==> config.mk <==
export PLATFORM = sky130hd
export DESIGN_NAME = turn_to_heading_p_controller_top_flat
export DESIGN_NICKNAME = d
export VERILOG_FILES = /design/src/rtl/tthp_pkg.sv /design/src/rtl/tthp_if.sv /design/src/rtl/tthp_cfg_regs.sv /design/src/rtl/tthp_mul_unit.sv /design/src/rtl/tthp_ctrl.sv /design/src/rtl/turn_to_heading_p_controller_top.sv /design/src/flat_wrapper.sv
export SDC_FILE = /design/constraint.sdc
export NUM_CORES = 1
export LEC_CHECK = 0
export BUFFER_PORTS_ARGS = -buffer_cell sky130_fd_sc_hd__buf_2
export CORE_ASPECT_RATIO = 0.8
export CORE_MARGIN = 4
export CORE_UTILIZATION = 40
export CTS_CLUSTER_SIZE = 28
export DETAILED_ROUTE_END_ITERATION = 8
export MAX_ROUTING_LAYER = met4
export SETUP_SLACK_MARGIN = 0.1
export SYNTH_ARGS = -nofsm -noshare
export SYNTH_HDL_FRONTEND = slang
export SYNTH_HIERARCHICAL = 1
export SYNTH_SLANG_ARGS = --single-unit
==> constraint.sdc <==
create_clock -name clk -period 11.6 [get_ports clk]
set_clock_uncertainty 0.15 [all_clocks]
set_input_delay 1.74 -clock clk [delete_from_list [all_inputs] [get_ports clk]]
set_output_delay 1.74 -clock clk [all_outputs]
set_load 0.01 [all_outputs]
==> src/rtl/tthp_pkg.sv <==
`timescale 1ns / 1ps
// ----------------------------------------------------------------------------
// tthp_pkg
// Shared types, constants and helper functions of the turn-to-heading
// proportional controller.
// ----------------------------------------------------------------------------
package tthp_pkg;

  // Angle constants in 1/64 degree
  localparam int HALF_TURN  = 11520;
  localparam int FULL_TURN  = 23040;
  localparam int FULL_SCALE = 4096;
  localparam int PWM_MAX    = 255;
  localparam int COUNT_MAX  = 255;

  // Register defaults
  localparam logic signed [15:0] TARGET_HEADING_RST   = 16'sd0;
  localparam logic [15:0]        TURN_GAIN_RST        = 16'd410;
  localparam logic [12:0]        DRIVE_LIMIT_RST      = 13'd2048;
  localparam logic [13:0]        SETTLE_TOLERANCE_RST = 14'd384;
  localparam logic [7:0]         SETTLE_LIMIT_RST     = 8'd15;
  localparam logic [15:0]        TIMEOUT_MS_RST       = 16'd4000;

  localparam int CFG_IDX_W  = 3;
  localparam int CFG_DATA_W = 16;

  typedef enum logic [CFG_IDX_W-1:0] {
    REG_TARGET_HEADING   = 3'd0,
    REG_TURN_GAIN        = 3'd1,
    REG_DRIVE_LIMIT      = 3'd2,
    REG_SETTLE_TOLERANCE = 3'd3,
    REG_SETTLE_LIMIT     = 3'd4,
    REG_TIMEOUT_MS       = 3'd5
  } reg_idx_t;

  typedef struct packed {
    logic signed [15:0] target_heading;
    logic [15:0]        turn_gain;
    logic [12:0]        drive_limit;
    logic [13:0]        settle_tolerance;
    logic [7:0]         settle_limit;
    logic [15:0]        timeout_ms;
  } cfg_t;

  typedef enum logic {
    CMD_START  = 1'b0,
    CMD_SAMPLE = 1'b1
  } cmd_t;

  typedef enum logic [1:0] {
    DIR_FWD   = 2'd0,
    DIR_REV   = 2'd1,
    DIR_BRAKE = 2'd2
  } dir_t;

  typedef enum logic [1:0] {
    ST_STARTED = 2'd0,
    ST_TURNING = 2'd1,
    ST_SETTLED = 2'd2,
    ST_TIMEOUT = 2'd3
  } status_t;

  typedef enum logic [1:0] {
    PH_IDLE    = 2'd0,
    PH_TURNING = 2'd1,
    PH_SETTLED = 2'd2,
    PH_TIMEOUT = 2'd3
  } phase_t;

  typedef enum logic [2:0] {
    S_IDLE,
    S_WRAP1,
    S_WRAP2,
    S_MUL_GAIN,
    S_MUL_PWM,
    S_DONE
  } seq_state_t;

  typedef enum logic {
    MUL_GAIN,
    MUL_PWM
  } mul_sel_t;

  typedef struct packed {
    mul_sel_t    sel;
    logic [15:0] gain;
    logic [13:0] mag;
    logic [12:0] drv;
  } mul_req_t;

  typedef struct packed {
    dir_t       dir;
    logic [7:0] pwm;
  } drive_t;

  // One wrap step: x - trunc((x + off) / FULL_TURN) * FULL_TURN, quotient
  // found by comparing the magnitude against the few reachable multiples.
  function automatic logic signed [17:0] wrap_step(input logic signed [17:0] x,
                                                   input logic signed [17:0] off);
    logic signed [18:0] v;
    logic [18:0]        mag;
    logic               neg;
    logic [17:0]        d;
    v   = {x[17], x} + {off[17], off};
    neg = v[18];
    mag = neg ? 19'(-v) : 19'(v);
    if (mag >= 19'(3 * FULL_TURN)) begin
      d = 18'(3 * FULL_TURN);
    end else if (mag >= 19'(2 * FULL_TURN)) begin
      d = 18'(2 * FULL_TURN);
    end else if (mag >= 19'(FULL_TURN)) begin
      d = 18'(FULL_TURN);
    end else begin
      d = 18'd0;
    end
    return neg ? 18'(x + $signed(d)) : 18'(x - $signed(d));
  endfunction

  function automatic drive_t pack_drive(input logic negative, input logic [7:0] pwm);
    drive_t r;
    r.pwm = pwm;
    if (pwm == 8'd0) begin
      r.dir = DIR_BRAKE;
    end else if (negative) begin
      r.dir = DIR_REV;
    end else begin
      r.dir = DIR_FWD;
    end
    return r;
  endfunction

endpackage

==> src/rtl/tthp_if.sv <==
`timescale 1ns / 1ps
// ----------------------------------------------------------------------------
// tthp_if
// Valid/ready channels of the turn-to-heading controller: the command and
// sample channel, and the result channel.
// ----------------------------------------------------------------------------
interface tthp_in_if;
  logic               valid;
  logic               ready;
  logic               cmd;
  logic signed [15:0] measured_heading;
  logic [31:0]        now_ms;

  modport source (output valid, cmd, measured_heading, now_ms, input ready);
  modport sink   (input valid, cmd, measured_heading, now_ms, output ready);
endinterface

interface tthp_out_if;
  logic               valid;
  logic               ready;
  logic [1:0]         status;
  logic [1:0]         left_dir;
  logic [7:0]         left_pwm;
  logic [1:0]         right_dir;
  logic [7:0]         right_pwm;
  logic signed [14:0] heading_error;

  modport source (output valid, status, left_dir, left_pwm, right_dir, right_pwm,
                  heading_error, input ready);
  modport sink   (input valid, status, left_dir, left_pwm, right_dir, right_pwm,
                  heading_error, output ready);
endinterface

==> src/rtl/tthp_cfg_regs.sv <==
`timescale 1ns / 1ps
// ----------------------------------------------------------------------------
// tthp_cfg_regs
// Configuration register file: decodes the write port into the six
// controller registers.
// ----------------------------------------------------------------------------
module tthp_cfg_regs
  import tthp_pkg::*;
(
  input  logic                  clk,
  input  logic                  rst,
  input  logic                  cfg_we,
  input  logic [CFG_IDX_W-1:0]  cfg_index,
  input  logic [CFG_DATA_W-1:0] cfg_data,
  output cfg_t                  cfg
);

  always_ff @(posedge clk) begin
    if (rst) begin
      cfg.target_heading   <= TARGET_HEADING_RST;
      cfg.turn_gain        <= TURN_GAIN_RST;
      cfg.drive_limit      <= DRIVE_LIMIT_RST;
      cfg.settle_tolerance <= SETTLE_TOLERANCE_RST;
      cfg.settle_limit     <= SETTLE_LIMIT_RST;
      cfg.timeout_ms       <= TIMEOUT_MS_RST;
    end else if (cfg_we) begin
      unique case (cfg_index)
        REG_TARGET_HEADING:   cfg.target_heading   <= $signed(cfg_data);
        REG_TURN_GAIN:        cfg.turn_gain        <= cfg_data;
        REG_DRIVE_LIMIT:      cfg.drive_limit      <= cfg_data[12:0];
        REG_SETTLE_TOLERANCE: cfg.settle_tolerance <= cfg_data[13:0];
        REG_SETTLE_LIMIT:     cfg.settle_limit     <= cfg_data[7:0];
        REG_TIMEOUT_MS:       cfg.timeout_ms       <= cfg_data;
        default: ;  // unmapped index: drop the write
      endcase
    end
  end

endmodule

==> src/rtl/tthp_mul_unit.sv <==
`timescale 1ns / 1ps
// ----------------------------------------------------------------------------
// tthp_mul_unit
// Shared 16 x 16 unsigned multiplier: gain times error magnitude, or
// clamped drive times the PWM full count.
// ----------------------------------------------------------------------------
module tthp_mul_unit
  import tthp_pkg::*;
(
  input  mul_req_t    req,
  output logic [31:0] prod
);

  logic [15:0] op_a;
  logic [15:0] op_b;

  always_comb begin
    case (req.sel)
      MUL_GAIN: begin
        op_a = req.gain;
        op_b = {2'b00, req.mag};
      end
      default: begin
        op_a = {3'b000, req.drv};
        op_b = 16'(PWM_MAX);
      end
    endcase
  end

  assign prod = op_a * op_b;

endmodule

==> src/rtl/tthp_ctrl.sv <==
`timescale 1ns / 1ps
// ----------------------------------------------------------------------------
// tthp_ctrl
// Sequencer and datapath: phase tracking, two-step angle wrap, gain and PWM
// scaling through the shared multiplier, settle counting, result register.
// ----------------------------------------------------------------------------
module tthp_ctrl
  import tthp_pkg::*;
(
  input  logic        clk,
  input  logic        rst,
  input  cfg_t        cfg,
  tthp_in_if.sink     in_ch,
  tthp_out_if.source  out_ch,
  output mul_req_t    mul_req,
  input  logic [31:0] mul_prod
);

  seq_state_t state, state_next;

  logic [31:0]        start_time;
  logic [7:0]         count;
  phase_t             phase;
  drive_t             left_drive;
  drive_t             right_drive;
  logic signed [14:0] last_error;

  logic signed [17:0] t;
  logic               neg;
  logic [13:0]        mag;
  logic [12:0]        drv;
  status_t            status;

  logic               out_valid;
  status_t            out_status;
  drive_t             out_left;
  drive_t             out_right;
  logic signed [14:0] out_error;

  logic               accept;
  logic               out_free;
  logic               timed_out;
  logic [31:0]        elapsed;
  logic [12:0]        lim;
  logic [25:0]        drv_raw;
  logic signed [17:0] t_wrapped;
  logic [7:0]         pwm;
  logic [7:0]         count_next;

  assign in_ch.ready = (state == S_IDLE);
  assign accept      = in_ch.valid && in_ch.ready;
  assign out_free    = !out_valid || out_ch.ready;
  assign elapsed     = in_ch.now_ms - start_time;
  assign timed_out   = elapsed > {16'd0, cfg.timeout_ms};
  assign lim         = (cfg.drive_limit > 13'(FULL_SCALE)) ? 13'(FULL_SCALE)
                                                           : cfg.drive_limit;
  assign drv_raw     = mul_prod[31:6];
  assign t_wrapped   = wrap_step(t, -18'sd11520);
  assign pwm         = mul_prod[19:12];

  always_comb begin
    count_next = count;
    if (({4'd0, mag} < {4'd0, cfg.settle_tolerance}) && (count != 8'(COUNT_MAX))) begin
      count_next = count + 8'd1;
    end
  end

  always_comb begin
    mul_req.sel  = (state == S_MUL_GAIN) ? MUL_GAIN : MUL_PWM;
    mul_req.gain = cfg.turn_gain;
    mul_req.mag  = mag;
    mul_req.drv  = drv;
  end

  always_ff @(posedge clk) begin
    if (rst) begin
      state <= S_IDLE;
    end else begin
      state <= state_next;
    end
  end

  always_comb begin
    state_next = state;
    unique case (state)
      S_IDLE: begin
        if (accept) begin
          if (in_ch.cmd == CMD_START || phase != PH_TURNING || timed_out) begin
            state_next = S_DONE;
          end else begin
            state_next = S_WRAP1;
          end
        end
      end
      S_WRAP1:    state_next = S_WRAP2;
      S_WRAP2:    state_next = S_MUL_GAIN;
      S_MUL_GAIN: state_next = S_MUL_PWM;
      S_MUL_PWM:  state_next = S_DONE;
      S_DONE: begin
        if (out_free) begin
          state_next = S_IDLE;
        end
      end
      default:    state_next = S_IDLE;
    endcase
  end

  // Turn state and working registers
  always_ff @(posedge clk) begin
    if (rst) begin
      start_time  <= 32'd0;
      count       <= 8'd0;
      phase       <= PH_IDLE;
      left_drive  <= '{dir: DIR_BRAKE, pwm: 8'd0};
      right_drive <= '{dir: DIR_BRAKE, pwm: 8'd0};
      last_error  <= 15'sd0;
      status      <= ST_STARTED;
    end else begin
      case (state)
        S_IDLE: begin
          if (accept) begin
            if (in_ch.cmd == CMD_START) begin
              start_time <= in_ch.now_ms;
              count      <= 8'd0;
              phase      <= PH_TURNING;
              status     <= ST_STARTED;
            end else begin
              case (phase)
                PH_IDLE:    status <= ST_TIMEOUT;
                PH_SETTLED: status <= ST_SETTLED;
                PH_TIMEOUT: status <= ST_TIMEOUT;
                default: begin
                  if (timed_out) begin
                    phase  <= PH_TIMEOUT;
                    status <= ST_TIMEOUT;
                  end
                end
              endcase
            end
          end
        end
        S_MUL_PWM: begin
          right_drive <= pack_drive(neg, pwm);
          left_drive  <= pack_drive(!neg, pwm);
          last_error  <= t[14:0];
          count       <= count_next;
          if (count_next > cfg.settle_limit) begin
            phase  <= PH_SETTLED;
            status <= ST_SETTLED;
          end else begin
            status <= ST_TURNING;
          end
        end
        default: ;
      endcase
    end
  end

  // Wrap and scaling pipeline registers
  always_ff @(posedge clk) begin
    case (state)
      S_IDLE: begin
        t <= {{2{cfg.target_heading[15]}}, cfg.target_heading}
           - {{2{in_ch.measured_heading[15]}}, in_ch.measured_heading};
      end
      S_WRAP1: t <= wrap_step(t, 18'sd11520);
      S_WRAP2: begin
        t   <= t_wrapped;
        neg <= t_wrapped[17];
        mag <= t_wrapped[17] ? 14'(-t_wrapped) : t_wrapped[13:0];
      end
      S_MUL_GAIN: begin
        // clamp before the PWM scaling pass
        drv <= (drv_raw > {13'd0, lim}) ? lim : drv_raw[12:0];
      end
      default: ;
    endcase
  end

  // Result register: hold until the receiver takes the transaction
  always_ff @(posedge clk) begin
    if (rst) begin
      out_valid <= 1'b0;
    end else if (state == S_DONE && out_free) begin
      out_valid <= 1'b1;
    end else if (out_ch.ready) begin
      out_valid <= 1'b0;
    end
  end

  always_ff @(posedge clk) begin
    if (state == S_DONE && out_free) begin
      out_status <= status;
      out_left   <= left_drive;
      out_right  <= right_drive;
      out_error  <= last_error;
    end
  end

  assign out_ch.valid         = out_valid;
  assign out_ch.status        = out_status;
  assign out_ch.left_dir      = out_left.dir;
  assign out_ch.left_pwm      = out_left.pwm;
  assign out_ch.right_dir     = out_right.dir;
  assign out_ch.right_pwm     = out_right.pwm;
  assign out_ch.heading_error = out_error;

endmodule

==> src/rtl/turn_to_heading_p_controller_top.sv <==
`timescale 1ns / 1ps
// ----------------------------------------------------------------------------
// turn_to_heading_p_controller_top
// Proportional turn-to-heading controller for a differential drive.
// ----------------------------------------------------------------------------
// Usage:
//   in_ch carries one transaction per command: cmd 0 starts a turn and
//   latches now_ms, cmd 1 is a gyro sample with measured_heading.
//   out_ch returns exactly one result per command: status, left and right
//   motor direction and PWM, and the latest wrapped heading error.
//   Registers are written through cfg_we / cfg_index / cfg_data while idle.
// Sequence:
//   A driving sample passes through the idle state in which it is accepted,
//   two wrap steps, the shared multiplier twice (gain scaling, PWM scaling)
//   and a hand-over state, which registers its result on out_ch. Starts,
//   timed-out samples and samples after the turn has ended go from the idle
//   state straight to the hand-over state. in_ch.ready is high only while
//   the sequencer is idle.
// Reset: registers take their defaults, drives brake, phase idle.
// Stall: a result waits in the output register; the next transaction is
//   accepted meanwhile, and its result holds in the sequencer, with
//   in_ch.ready low, until the register frees.
// ----------------------------------------------------------------------------
module turn_to_heading_p_controller_top
  import tthp_pkg::*;
(
  input  logic                  clk,
  input  logic                  rst,
  tthp_in_if.sink               in_ch,
  tthp_out_if.source            out_ch,
  input  logic                  cfg_we,
  input  logic [CFG_IDX_W-1:0]  cfg_index,
  input  logic [CFG_DATA_W-1:0] cfg_data
);

  cfg_t        cfg;
  mul_req_t    mul_req;
  logic [31:0] mul_prod;

  tthp_cfg_regs u_cfg (
    .clk       (clk),
    .rst       (rst),
    .cfg_we    (cfg_we),
    .cfg_index (cfg_index),
    .cfg_data  (cfg_data),
    .cfg       (cfg)
  );

  tthp_mul_unit u_mul (
    .req  (mul_req),
    .prod (mul_prod)
  );

  tthp_ctrl u_ctrl (
    .clk      (clk),
    .rst      (rst),
    .cfg      (cfg),
    .in_ch    (in_ch),
    .out_ch   (out_ch),
    .mul_req  (mul_req),
    .mul_prod (mul_prod)
  );

endmodule

==> src/flat_wrapper.sv <==
// flat-port wrapper written by rule: the top's interface ports become plain ports
module turn_to_heading_p_controller_top_flat import tthp_pkg::*;
  (clk, rst, cfg_we, cfg_index, cfg_data, in_ch_valid, in_ch_cmd, in_ch_measured_heading, in_ch_now_ms, in_ch_ready, out_ch_valid, out_ch_status, out_ch_left_dir, out_ch_left_pwm, out_ch_right_dir, out_ch_right_pwm, out_ch_heading_error, out_ch_ready);
  tthp_in_if in_ch_i ();
  tthp_out_if out_ch_i ();
  input  logic clk;
  input  logic rst;
  input  logic cfg_we;
  input  logic [CFG_IDX_W-1:0] cfg_index;
  input  logic [CFG_DATA_W-1:0] cfg_data;
  input wire logic [$bits(in_ch_i.valid)-1:0] in_ch_valid;
  input wire logic [$bits(in_ch_i.cmd)-1:0] in_ch_cmd;
  input wire logic [$bits(in_ch_i.measured_heading)-1:0] in_ch_measured_heading;
  input wire logic [$bits(in_ch_i.now_ms)-1:0] in_ch_now_ms;
  output wire logic [$bits(in_ch_i.ready)-1:0] in_ch_ready;
  output wire logic [$bits(out_ch_i.valid)-1:0] out_ch_valid;
  output wire logic [$bits(out_ch_i.status)-1:0] out_ch_status;
  output wire logic [$bits(out_ch_i.left_dir)-1:0] out_ch_left_dir;
  output wire logic [$bits(out_ch_i.left_pwm)-1:0] out_ch_left_pwm;
  output wire logic [$bits(out_ch_i.right_dir)-1:0] out_ch_right_dir;
  output wire logic [$bits(out_ch_i.right_pwm)-1:0] out_ch_right_pwm;
  output wire logic [$bits(out_ch_i.heading_error)-1:0] out_ch_heading_error;
  input wire logic [$bits(out_ch_i.ready)-1:0] out_ch_ready;
  assign in_ch_i.valid = in_ch_valid;
  assign in_ch_i.cmd = in_ch_cmd;
  assign in_ch_i.measured_heading = in_ch_measured_heading;
  assign in_ch_i.now_ms = in_ch_now_ms;
  assign in_ch_ready = in_ch_i.ready;
  assign out_ch_valid = out_ch_i.valid;
  assign out_ch_status = out_ch_i.status;
  assign out_ch_left_dir = out_ch_i.left_dir;
  assign out_ch_left_pwm = out_ch_i.left_pwm;
  assign out_ch_right_dir = out_ch_i.right_dir;
  assign out_ch_right_pwm = out_ch_i.right_pwm;
  assign out_ch_heading_error = out_ch_i.heading_error;
  assign out_ch_i.ready = out_ch_ready;
  turn_to_heading_p_controller_top u_core (.clk(clk), .rst(rst), .in_ch(in_ch_i), .out_ch(out_ch_i), .cfg_we(cfg_we), .cfg_index(cfg_index), .cfg_data(cfg_data));
endmodule
# After elaboration in Yosys (flattened, before gate mapping)
# Cells that the tools add are included.
# op_classes
addsub,12
n_mul,1
n_div,0
magnitude_cmp,11
eq_ne,21
n_shift,0
mux,42
bitwise_logic,1
n_reduce_logical,27
# op_table
cell,n
$mux 18,3
$pmux 18 s3,1
$mux 16,3
$add 18x15->19 const B,2
$ge 19x15->1 const B,2
$ge 19x16->1 const B,2
$ge 19x17->1 const B,2
$mux 19,2
$neg 19->19,2
$add 18x18->18,2
$sub 18x18->18,2
$mux 17,2
$gt 32x16->1,1
$sub 32x32->32,1
$mul 16x14->30,1
$mux 15,2
$mux 14,2
$gt 26x13->1,1
$mux 13,2
$mux 8,3
$mux 2,10
$pmux 3 s6,1
$sub 16x16->17,1
$pmux 8 s2,1
other kinds (32),64
# word_totals
ff_bits,233
latchBits,0
ramBits,0
mem_bits_ro,0
in_bits,73
output_inout_bits,39
wordCells,140
n_memories,0

# Logic depth before layout (Yosys ltp)
# depth
word_depth,11
ltp_mapped,34
mapped_depth_nobuf,31

# By module
# Netlist, hierarchy kept.
# by_module_without_submodules
module,n_inst,cells_per_inst,area_each_um2,seq_area_each_um2
tthp_ctrl,1,1474,12179.2,3703.6
tthp_mul_unit,1,946,8012.7,0.0
tthp_cfg_regs,1,313,3373.2,1661.6

# Worst setup path before layout
# Ideal clock, no wire load.
# synth_path
path_type,register to register
from,register u_core.u_ctrl.state[0]
to,register u_core.u_ctrl.drv[10] (data pin)
setup_ns,0.279
arrival_time_ns,8.333
required_ns,11.171
path_slack_ns,2.838
path_stages_with_launch,33
synth_period_minus_slack_ns,8.762
cell_sequence,dfxtp_1 buf_1 nand3_1 clkbuf_1 buf_1 nor2_1 clkbuf_1 nor2_1 fa_1 inv_1 fa_1 inv_1 fa_1 inv_1 fa_1 inv_1 fa_1 inv_1 fa_1 inv_1 ha_1 a21oi_2 a21boi_0 o21ai_0 a221oi_1 xnor2_1 ha_1 a21o_1 a211o_1 o41ai_1 o2111ai_1 clkbuf_1 mux2i_1
# synth_via
elab_chain_len,5
elab_cells_between_ends,6
# synth_rtl
element,line_no,rtl
"start, declared",tthp_ctrl.sv:19,"seq_state_t state, state_next;"
"start signal, assigned",tthp_ctrl.sv:79,state <= state_next;
$eq 3x2->1 (*),tthp_ctrl.sv:69,mul_req.sel = (state == S_MUL_GAIN) ? MUL_GAIN : MUL_PWM;
$mux 16 / $mux 14 (equally long branches),tthp_mul_unit.sv:18,case (req.sel)
$mul 16x14->30 (*),tthp_mul_unit.sv:30,assign prod = op_a * op_b;
via u_core.mul_prod[16],turn_to_heading_p_controller_top.sv:38,logic [31:0] mul_prod;
$gt 26x13->1,tthp_ctrl.sv:174,"drv <= (drv_raw > {13'd0, lim}) ? lim : drv_raw[12:0];"
$mux 13 (*),tthp_ctrl.sv:174,
"end signal, assigned",tthp_ctrl.sv:174,
"end, declared",tthp_ctrl.sv:31,logic [12:0] drv;
# The timed path passes the listed nets; every way through them passes the cells marked *.
# A chain may end at the register's enable or synchronous reset.

# Final worst setup path
# layout_path
from,register u_core.u_ctrl.state[0]
to,register u_core.u_ctrl.drv[0] (data pin)
# layout_via
elab_chain_len,5
elab_cells_between_ends,6
# layout_rtl
element,line_no
$eq 3x2->1 (*),tthp_ctrl.sv:69
$mux 16 / $mux 14 (equally long branches),tthp_mul_unit.sv:18
$mul 16x14->30 (*),tthp_mul_unit.sv:30
via u_core.mul_prod[18],turn_to_heading_p_controller_top.sv:38
$gt 26x13->1 (*),tthp_ctrl.sv:174
$mux 13 (*),tthp_ctrl.sv:174
# Marked as above.

==> metrics <==
status finished, final reports clean; Die Y 225 um; FP Rows 79; Synth Net Count 3202; maxcap violations 0; Post-Route WL 66.6 mm; total gr overflow 0; wire per inst 18.8 um; H-tree levels 1; initial antenna violation count 5; starting density of the core 40.4%; Fin. Hold Viols 0; Critical Path Sink Type register; fin crit share 93.3%; synthesized area per cell 8.63 um^2; WP data required 11730 ps; Layout area overhead 8.20%; DIE AREA 62800 um^2; Reg2Reg Depth 24; commonest non-fill, non-tap cell in the layout inv_1; Clk Tree Root Cell clkbuf_16; postcts setup bufs 0; CP max-delay cell nor2b_1; CTS sink cnt 231; Yosys warnings 6; Tightest Pin Transition 1300 ps; TritonCTS Buffers 26; hold crit path type register to register; Max stage delay on crit path 1070 ps; CTS hold repair buffers 0; IO Port Bufs 111; hold path depth 0; DP Cell Count 3488; DRT Pass-1 Iters 6; GP Congestion 0.937; Ports 112; most used cell, CP fa_1; first-pass GRT wire length 106 mm; Rel. slew slack 13.0%; # DRC 0; Post-layout nets 3221; RSZ-0062 raised after global routing false; Max Buffers Root-to-Sink 3; CORE AREA 58200 um^2; Reg clk slew, reported paths 60 ps; WP depth 24; Non-Filler Instances 3542; Mapped Cells 2728; Worst-Skew Late Latency 540 ps; CTS tree done; CP delay by family, top adder cells; critical-path maximum fanout 33; Cell Chain, Critical Path nand3_2, nor2b_1, nand2_1, fa_1, fa_1, inv_1, fa_1, fa_1, fa_1, inv_1, fa_1, inv_1, ha_1, nand4_1, nor3b_1, nor2_1, o21ai_0, xor2_1, ha_1, a211o_1, o41ai_1, o2111ai_1, buf_4, mux2_2; fin crit period 10830 ps; # fillers 5622; vias in the first global route 19000; Die X 279 um; Setup violations, final 0; Routed Antenna Nets 0; via count of the routed design 19400; Reg area 5370 um^2; post-DP HPWL 52.7 mm; max-slew violations 0; Highest Clock Rate 92.4 MHz; post-CTS sizing 0; share of cells above drive strength 1 7.88%; crit path DAT 10960 ps; most frequent cells in the layout inv_1, nand2_1, ha_1, nor2_1, fa_1; Crit Path Category register to register; setup TNS 0 ps; Vias/cell 5.48; GRT Overall Usage 21.4%; R2R Setup Slk 770 ps; Startpoint Class register; DRT iter0 DRCs 1475; largest net degree at the start of global routing 122; area of the multi-input gates 16300 um^2; Synth Cell Area 23500 um^2; Buffers & Inverters on Critical Path 4
## registers in the layout, indices dropped and copies added, names as in the netlist
register / cells
u_core/u_cfg/cfg: 83
u_core/u_ctrl/start_time: 32
u_core/u_ctrl/t: 18
u_core/u_ctrl/last_error: 15
u_core/u_ctrl/out_ch.heading_error: 15
u_core/u_ctrl/mag: 14
u_core/u_ctrl/drv: 13
u_core/u_ctrl/right_drive: 9
u_core/u_ctrl/count: 8
u_core/u_ctrl/out_ch.right_pwm: 8
u_core/u_ctrl/state: 3
u_core/u_ctrl/left_drive: 2
u_core/u_ctrl/out_ch.left_dir: 2
u_core/u_ctrl/out_ch.status: 2
u_core/u_ctrl/phase: 2
u_core/u_ctrl/status: 2
u_core/u_ctrl/neg: 1
u_core/u_ctrl/out_ch.right_dir: 1
u_core/u_ctrl/out_ch.valid: 1
## final cells by class
class / instances / share of cell area (%)
inverter: 327 / 4.82
clock inverter: 10 / 0.506
clock buffer: 38 / 3.14
sequential: 231 / 21.1
timing repair buffer: 126 / 2.63
antenna: 6 / 0.0590
tap: 769 / 3.78
multi-input combinational: 2035 / 64.0
## metrics by stage
step	utilization, %	area, um^2	hold WS [ps]	setup slack [ps]
after floorplan	-	23500	258	2840
after global placement	42.1	24500	263	1110
after detailed placement	42.1	24500	267	1020
after CTS	43.7	25400	283	978
after global routing	43.7	25500	287	268
final	43.7	25500	287	772
## per-layer routing
layer	up-vias	track usage (%)	wire length (um)
li1	9222	-	-
met1	9533	32.0	33100
met2	593	31.4	28300
met3	79	2.50	3920
met4	0	3.92	1240
met5	-	-	0
## path summary, 6_finish.rpt
check | start | endpoint
setup / recovery | u_core/u_ctrl/state[0] | u_core/u_ctrl/drv[0]
hold / removal | u_core/u_ctrl/left_drive[8] | u_core/u_ctrl/out_ch.left_dir[0]
setup reg to reg | u_core/u_ctrl/state[0] | u_core/u_ctrl/drv[0]
hold reg to reg | u_core/u_ctrl/left_drive[8] | u_core/u_ctrl/out_ch.left_dir[0]
Power is left out: the tool's default activity adds up to more than one toggle a clock period on the data nets, which glitch-free logic cannot reach.
